==> config.mk <==
export PLATFORM = sky130hd
export DESIGN_NAME = sfbl_cmp
export DESIGN_NICKNAME = d
export VERILOG_FILES = /design/src/sv/sfbl_pkg.sv /design/src/sv/sfbl_cmp.sv
export SDC_FILE = /design/constraint.sdc
export NUM_CORES = 1
export LEC_CHECK = 0
export ABC_AREA = 1
export BUFFER_PORTS_ARGS = -buffer_cell sky130_fd_sc_hd__buf_2
export CORE_ASPECT_RATIO = 0.75
export CORE_UTILIZATION = 58
export DETAILED_ROUTE_END_ITERATION = 7
export PLACE_DENSITY = 0.84
export RECOVER_POWER = 25
export SYNTH_ARGS = -nofsm -noshare
export SYNTH_HDL_FRONTEND = slang
export SYNTH_SLANG_ARGS = --single-unit
==> constraint.sdc <==
create_clock -name vclk -period 2.3
set_clock_uncertainty 0.2 [all_clocks]
set_input_delay 0.115 -clock vclk [all_inputs]
set_output_delay 0.115 -clock vclk [all_outputs]
set_load 0.02 [all_outputs]
==> src/sv/sfbl_pkg.sv <==
// ----------------------------------------------------------------------------
// sfbl_pkg: shared types for the sorted free block list
// command and status codes, compare modes and the table entry layout
// ----------------------------------------------------------------------------
package sfbl_pkg;

   localparam int DEPTH_DEFAULT = 64;
   localparam int DATA_W        = 32;

   typedef enum logic [1:0] {
      CMD_INSERT = 2'd0,
      CMD_REMOVE = 2'd1,
      CMD_FIT    = 2'd2,
      CMD_LAST   = 2'd3
   } cmd_type;

   typedef enum logic [1:0] {
      ST_OK    = 2'd0,
      ST_FULL  = 2'd1,
      ST_MISS  = 2'd2,
      ST_EMPTY = 2'd3
   } status_type;

   typedef enum logic [1:0] {
      CMP_EQ = 2'd0,
      CMP_LE = 2'd1,
      CMP_GE = 2'd2
   } cmp_mode_type;

   // address in the low half, size in the high half
   typedef struct packed {
      logic [DATA_W-1:0] size;
      logic [DATA_W-1:0] addr;
   } entry_type;

endpackage

==> src/sv/sfbl_cmp.sv <==
// ----------------------------------------------------------------------------
// sfbl_cmp: shared compare unit
// one subtractor gives equal, less-or-equal and greater-or-equal tests
// ----------------------------------------------------------------------------
module sfbl_cmp (
   input  logic [sfbl_pkg::DATA_W-1:0] lhs,
   input  logic [sfbl_pkg::DATA_W-1:0] rhs,
   input  sfbl_pkg::cmp_mode_type      mode,
   output logic                        hit
);

   logic [sfbl_pkg::DATA_W:0] diff;
   logic                      lt;
   logic                      eq;

   assign diff = {1'b0, lhs} - {1'b0, rhs};
   assign lt   = diff[sfbl_pkg::DATA_W];
   assign eq   = (diff[sfbl_pkg::DATA_W-1:0] == '0);

   always_comb begin
      case (mode)
         sfbl_pkg::CMP_EQ: hit = eq;
         sfbl_pkg::CMP_LE: hit = lt | eq;
         sfbl_pkg::CMP_GE: hit = ~lt;
         default:          hit = 1'b0;
      endcase
   end

endmodule

==> flow_summary_export.csv, run 1 <==
group,metric,value,unit
setup_path,required,1.99,ns
setup_path,path_max_fanout,2,
clock_tree,cts.hold.buffers_added,0,
pwr,power,1.03,mW
setup_path,cp-end-kind,"output pin",
floorplanning,chipHeight,62.7,um
timing,min_period_over_period,112,%
cells_and_area,final_cell_area,0.00392,sq mm
timing,slew_headroom,79.1,%
cells_and_area,syn_to_final_growth,37.5,%
cells_and_area,num_antenna_cells,0,
placement,place.gp.congestion,1.00,
setup_path,arrival,2.26,ns
pwr,p_leak,2.56,nW
synthesis,synth_cell_types,24,
global_route,grt_overflow_total,0,
synthesis,yosysWarnings,0,
placement,portBuffers,67,
floorplanning,die_w,83.0,um
pwr,max-vdd-ir-drop,0.194,mV
setup_path,critPathKind,"in2out",
timing,fmax,389,MHz
synthesis,synth.area.top_cells,"nand2_1 (30%), inv_1 (22%), ha_1 (14%)",
global_route,antenna_found_initial,0,
cells_and_area,n_clock_buffer,0,
timing,report.final.slew_viol_count,0,
routing,vias_per_cell,5.32,
synthesis,synth_most_common_cell,"nand2_1",
routing,wl_per_cell,13.5,um
floorplanning,placeableCoreArea,0.00460,sq mm
cells_and_area,n_fill_cell,313,
placement,dp_hpwl,7.86,mm
timing,rsz0062_at_grt,"true",
global_route,grt_pass1_wl,15.3,mm
pwr,power_density,262,mW/mm^2
cells_and_area,nFlopsAndLatches,0,
synthesis,synth-seq-area-share,0,%
synthesis,synthCells,605,
global_route,grt.total_usage,35.3,%
worst_hold_path,min-delay-start,"mode[1]",
worst_hold_path,hold_class,"in2out",
floorplanning,row_count,21,
timing,min_period,2.57,ns
synthesis,syn-num-nets,704,
timing,fin_ws,-0.271,ns
global_route,grt_max_degree,8,
synthesis,syn_avg_cell_area,4.72,sq um
routing,drc,0,
cells_and_area,drive_gt1_share,28.0,%
timing,hold_viol,0,
cells_and_area,postLayoutCoreUtil,85.3,%
timing,setup_violations,1,
job,cap_violations,0,
placement,post_dp_cell_area,0.00362,sq mm
floorplanning,dieArea,0.00521,sq mm
synthesis,yosys.area.top_type,"nand2_1",
cells_and_area,register_area,0,sq um
global_route,grt_pass1_vias,3648,
synthesis,syn_area,0.00285,sq mm
routing,wl,10.5,mm
timing,worst_slew_pin_slew,0.310,ns
status,violations,"negative setup slack",
floorplanning,io_pins,67,
synthesis,synth_common_cells,"nand2_1 (231), inv_1 (164), nand3_1 (46)",
routing,drt-pass1-iter-count,7,
setup_path,startpoint,"lhs[0]",
timing,hold_ws,0.454,ns
setup_path,setup.worst_path.start_class,"primary input",
floorplanning,initial_core_util,62.0,%
status,status,"finished, violations left",
routing,dr_total_vias,4146,
synthesis,synth_top_area_share,30.4,%
routing,initialDrtViolationCount,376,
routing,ant_nets,0,
cells_and_area,nNetsFinal,823,
==> cell usage in the layout (no fill, tap or decap), drive strengths merged <==
cell type and instances:
nand4 13, a21oi 27, xnor2 1, fa 1
xor2 1, nor3 2, nand2 243, inv 166
nand3b 3, and2 3, o21bai 3, o21ai 3
nor4 1, nand3 50, buf 118, nor2 55
ha 32
==> per-stage QoR <==
step | setup slack (ns) | std cells | TNS, ns
2_1_floorplan | 0.0125 | 605 | 0
3_3_place_gp | -0.283 | 776 | -0.283
3_5_place_dp | -0.376 | 776 | -0.376
4_1_cts | -0.218 | 779 | -0.218
5_1_grt | -0.352 | 779 | -0.352
6_report | -0.271 | 779 | -0.271
==> critical path, cell delays in order <==
cell	delay [ns]
buf_6	0.07
inv_4	0.03
ha_4	0.15
fa_2	0.36
inv_2	0.08
nand2_2	0.08
a21oi_2	0.17
nor2_1	0.08
nor2_1	0.12
nand2_1	0.07
nor2_1	0.09
nand3_1	0.08
nor2_1	0.09
nand3_1	0.08
nor2_2	0.13
nand4_1	0.15
a21oi_2	0.15
buf_4	0.14
==> layout make-up <==
class / count / area (sq um) / share of cell area [%]
Inverter: 166 / 626 / 15.9
Multi-Input combinational cell: 438 / 2490 / 63.5
Tap cell: 57 / 71.3 / 1.82
Timing Repair Buffer: 118 / 737 / 18.8
==> power breakdown <==
part	switching (mW)	total, mW	internal [mW]
registers	0	0	0
clock network	0	0	0
logic	0.597	1.03	0.429
==> metal layers <==
metal  share of wire [%]  wire length, um  GRT usage, %
met1                  43             4490          50.4
met4                 2.5              259          3.88
met2                  43             4570          59.2
met5                   0                0             0
met3                  11             1190          3.17
==> final timing paths <==
path / endpoint / slack [ns] / depth (start not counted)
setup / recovery: hit / -0.27 / 18
hold / removal: hit / 0.45 / 5
==> timing repair <==
| action | 4_1_cts | 5_1_grt |
|---|---|---|
| setup buffers | 3 | 0 |
| resized for setup | 18 | 40 |
| endpoints found under the setup margin | 1 | 1 |
| pin swaps | 15 | 21 |
| gates cloned | 0 | 0 |
==> cell families after synthesis <==
family / Yosys count / share of synthesized area, %
simple gates: 370 / 56.1
fa+ha+maj: 33 / 14.7
compound gates: 33 / 6.45
buf+inv: 167 / 22.1
xor+xnor: 2 / 0.614
Power figures use the tool's default switching activity.
==> inputs of run 2 (changes only) <==
Settings changed: CORE_UTILIZATION 58 to 55, PLACE_DENSITY 0.84 to 0.8.
==> flow_summary_export.csv, run 2 (synthesis results as in run 1) <==
group,metric,value,unit
global_route,antenna_found_initial,0,
setup_path,crit_slowest_cell,"fa_2",
placement,place_inst,773,
worst_hold_path,hold_class,"in2out",
timing,hold_viol,0,
cells_and_area,syn_to_final_growth,39.2,%
routing,wl_met1,4.53,mm
cells_and_area,register_area,0,sq um
placement,portBuffers,67,
global_route,grt_overflow_total,0,
pwr,max-vdd-ir-drop,0.154,mV
setup_path,arrival,2.28,ns
clock_tree,cts.hold.buffers_added,0,
global_route,grt.total_usage,34.2,%
cells_and_area,final_cell_mix,"nand2_1 (209), inv_1 (160), buf_2 (64)",
setup_path,path_max_fanout,2,
setup_path,critPathKind,"in2out",
global_route,grt_max_degree,8,
routing,initialDrtViolationCount,379,
cells_and_area,finalNonFillerCells,777,
timing,hold_ws,0.452,ns
floorplanning,initial_core_util,57.9,%
global_route,grt_pass1_wl,15.2,mm
setup_path,required,1.99,ns
timing,min_period,2.59,ns
floorplanning,row_count,22,
setup_path,cpPeakStageDelay,0.35,ns
timing,fmax,386,MHz
routing,wl_met2,4.21,mm
timing,setup_violations,1,
floorplanning,die_w,85.2,um
setup_path,setup.worst_path.start_class,"primary input",
cells_and_area,final_cell_area,0.00397,sq mm
setup_path,crit_chain,"buf_6 > inv_4 > ha_4 > fa_2 > inv_2 > nand2_4 > a21oi_4 > nor2_1 > nor2_1 > nand2_1 > nor2_1 > nand3_1 > nor2_1 > nand3_1 > nor2_2 > nand4_1 > a21oi_2 > buf_4",
job,cap_violations,0,
cells_and_area,n_clock_buffer,0,
routing,highest_layer,"met4",
cells_and_area,n_fill_cell,410,
routing,wl,9.91,mm
status,status,"finished, violations left",
floorplanning,io_pins,67,
floorplanning,placeableCoreArea,0.00493,sq mm
routing,vias_per_cell,5.23,
setup_path,crit_top_cell,"nor2_1",
timing,worst_slew_pin_slew,0.406,ns
placement,post_dp_cell_area,0.00357,sq mm
pwr,power,1.03,mW
cells_and_area,nNetsFinal,818,
timing,rsz0062_at_grt,"true",
placement,place.gp.congestion,0.974,
timing,report.final.slew_viol_count,0,
status,violations,"negative setup slack",
timing,min_period_over_period,113,%
setup_path,cp_top_family,"simple AND/OR/NAND/NOR gates",
cells_and_area,drive_gt1_share,29.8,%
routing,wl_met3,987,um
pwr,power_density,260,mW/mm^2
timing,slew_headroom,72.8,%
setup_path,crit_buf_inv,4,
routing,drc,0,
routing,ant_nets,0,
routing,drt-pass1-iter-count,5,
pwr,p_leak,2.56,nW
global_route,grt_pass1_vias,3466,
cells_and_area,nFlopsAndLatches,0,
routing,dr_total_vias,4062,
cells_and_area,layout_commonest_cell,"nand2_1",
placement,dp_hpwl,7.90,mm
setup_path,cp-end-kind,"output pin",
timing,fin_ws,-0.292,ns
routing,wl_per_cell,12.7,um
floorplanning,dieArea,0.00548,sq mm
cells_and_area,num_antenna_cells,0,
floorplanning,chipHeight,64.4,um
## run 2: worst min-delay path, delay by kind of cell
family          cells  cell delay, ns
compound gates      2            0.14
buf+inv             3            0.29
## run 2: repair_timing
item                                    CTS  global route
setup buffers                             1             3
endpoints found under the setup margin    1             1
resized for setup                        15            64
pin swaps                                11            28
## run 2: power by group
part,switching [mW],total (mW),leakage (nW),internal [mW]
clock,0,0,0,0
sequential,0,0,0,0
combinational,0.604,1.03,2.56,0.429
## run 2: cell type report
type | instances | area (sq um) | share of cell area [%]
repair buffers | 113 | 696 | 17.5
well taps | 60 | 75.1 | 1.89
multi-input cells | 438 | 2570 | 64.8
inverters | 166 | 626 | 15.8
## run 2: path summary, 6_finish.rpt
kind  startpoint   to  cells after the start
max       lhs[0]  hit                     18
min      mode[1]  hit                      5
## run 2: metrics by stage
step           util, %  worst slack (ns)  TNS, ns
2_1_floorplan        -            0.0125        0
3_3_place_gp      72.5            -0.253   -0.253
3_5_place_dp      72.5            -0.329   -0.329
4_1_cts           74.3            -0.224   -0.224
5_1_grt           80.6            -0.364   -0.364
6_report          80.6            -0.292   -0.292
## run 2: metal layers
layer  vias to the layer above  GRT usage (%)
li1                       2033              -
met1                      1805           50.1
met2                       198           55.1
met3                        26           4.26
met4                         0           2.75
met5                         -              0
==> inputs of run 3 (changes only) <==
==> constraint.sdc (replaced) <==
create_clock -name vclk -period 2.3
set_clock_uncertainty 0.2 [all_clocks]
set_input_delay 0.115 -clock vclk [all_inputs]
set_output_delay 0.115 -clock vclk [all_outputs]
set_load 0.01 [all_outputs]
==> flow_summary_export.csv, run 3 (synthesis results as in run 1) <==
group,metric,value,unit
setup_path,required,1.99,ns
cells_and_area,nNetsFinal,814,
job,cap_violations,0,
routing,dr_total_vias,3951,
cells_and_area,drive_gt1_share,24.5,%
pwr,power,942,uW
pwr,power_density,253,mW/mm^2
cells_and_area,nFlopsAndLatches,0,
global_route,antenna_found_initial,0,
placement,portBuffers,67,
floorplanning,die_w,85.2,um
timing,worst_slew_pin_slew,0.321,ns
floorplanning,initial_core_util,57.9,%
global_route,grt_pass1_vias,3341,
timing,fmax,399,MHz
worst_hold_path,hold_class,"in2out",
timing,hold_viol,0,
status,violations,"negative setup slack",
placement,dpl_worst_slack,-0.293,ns
global_route,grt_busiest_layer,"met2",
clock_tree,cts.hold.buffers_added,0,
timing,min_period_over_period,109,%
timing,rsz0062_at_grt,"true",
timing,fin_ws,-0.208,ns
cells_and_area,syn_to_final_growth,30.4,%
cells_and_area,n_fill_cell,461,
timing,min_period,2.51,ns
floorplanning,dieArea,0.00548,sq mm
global_route,grt_overflow_total,0,
setup_path,cp_top_family,"simple AND/OR/NAND/NOR gates",
setup_path,setup.worst_path.start_class,"primary input",
cells_and_area,final_cell_mix,"nand2_1 (226), inv_1 (162), buf_2 (67)",
global_route,gr-usage-met1,49.8,%
routing,vias_per_cell,5.11,
setup_path,cpPeakStageDelay,0.40,ns
routing,initialDrtViolationCount,333,
pwr,p_leak,2.51,nW
routing,ant_nets,0,
cells_and_area,multi_input_area,0.00237,sq mm
cells_and_area,postLayoutCoreUtil,75.5,%
setup_path,arrival,2.19,ns
setup_path,crit_slowest_cell,"ha_1",
routing,drc,0,
global_route,grt.total_usage,33.1,%
setup_path,path_max_fanout,5,
timing,report.final.slew_viol_count,0,
setup_path,crit_buf_inv,4,
cells_and_area,num_antenna_cells,0,
setup_path,critPathKind,"in2out",
floorplanning,placeableCoreArea,0.00493,sq mm
setup_path,cp-end-kind,"output pin",
cells_and_area,register_area,0,sq um
global_route,met2_usage,50.7,%
cells_and_area,layout_commonest_cell,"nand2_1",
timing,setup_tns,-0.208,ns
pwr,max-vdd-ir-drop,0.130,mV
floorplanning,io_pins,67,
placement,dp_hpwl,7.84,mm
global_route,grt_pass1_wl,14.6,mm
global_route,grt_max_degree,8,
placement,place.gp.congestion,0.922,
global_route,grtUsageMet3,4.91,%
cells_and_area,n_clock_buffer,0,
routing,wl,9.19,mm
setup_path,crit_chain,"buf_2 > inv_1 > ha_1 > nand2_2 > inv_2 > nand2_1 > nor3_1 > nand2_1 > nand2_2 > o21ai_0 > nor2_1 > nand3_1 > nor2_2 > nand4_1 > a21oi_1 > buf_2",
routing,wl_per_cell,11.9,um
floorplanning,chipHeight,64.4,um
status,status,"finished, violations left",
timing,slew_headroom,78.6,%
routing,drt-pass1-iter-count,5,
timing,setup_violations,1,
floorplanning,row_count,22,
## run 3: changes by cell type in the layout (fill, tap and decap cells not counted), moves of 2 or more
cell,previous run,this run
a21oi_1,14,20
buf_2,64,67
nor2_1,35,37
nor2_2,19,17
nand2_1,209,226
buf_4,47,42
a21oi_4,2,0
nand2_4,3,0
nand2_2,31,17
a21oi_2,11,7
inv_1,160,162
buf_6,2,0
ha_4,15,7
ha_1,14,21
## run 3: metrics by stage
step	hold WS [ns]	instance area (sq um)	cells
after CTS	0.422	3610	773
after global placement	0.420	3570	773
after global routing	0.456	3720	773
after detailed placement	0.421	3570	773
final	0.421	3720	773
after floorplan	0.224	2850	605
## run 3: report_power, final
part	switching (mW)	internal (mW)
sequential	0	0
clock	0	0
combinational	0.556	0.386
total	0.556	0.386
## run 3: worst paths after layout
| check | from | to | slack (ns) | cells after the start |
|---|---|---|---|---|
| worst min-delay path | mode[1] | hit | 0.42 | 5 |
| worst max-delay path | rhs[9] | hit | -0.21 | 16 |
## run 3: final cells by class
| class | instances | area share (%) |
|---|---|---|
| inverters | 166 | 16.7 |
| multi-input cells | 438 | 63.8 |
| well taps | 60 | 2.02 |
| repair buffers | 109 | 17.5 |
## run 3: repair_timing
action | CTS | global route
gates resized for setup | 11 | 23
pin swaps | 0 | 5
setup endpoints to repair | 1 | 1
buffers inserted | 0 | 0
## run 3: per-layer routing
layer | vias up | share of wire, %
met3 | 11 | 11
met5 | - | 0
met1 | 1723 | 48
met2 | 185 | 40
li1 | 2032 | -
met4 | 0 | 0.98
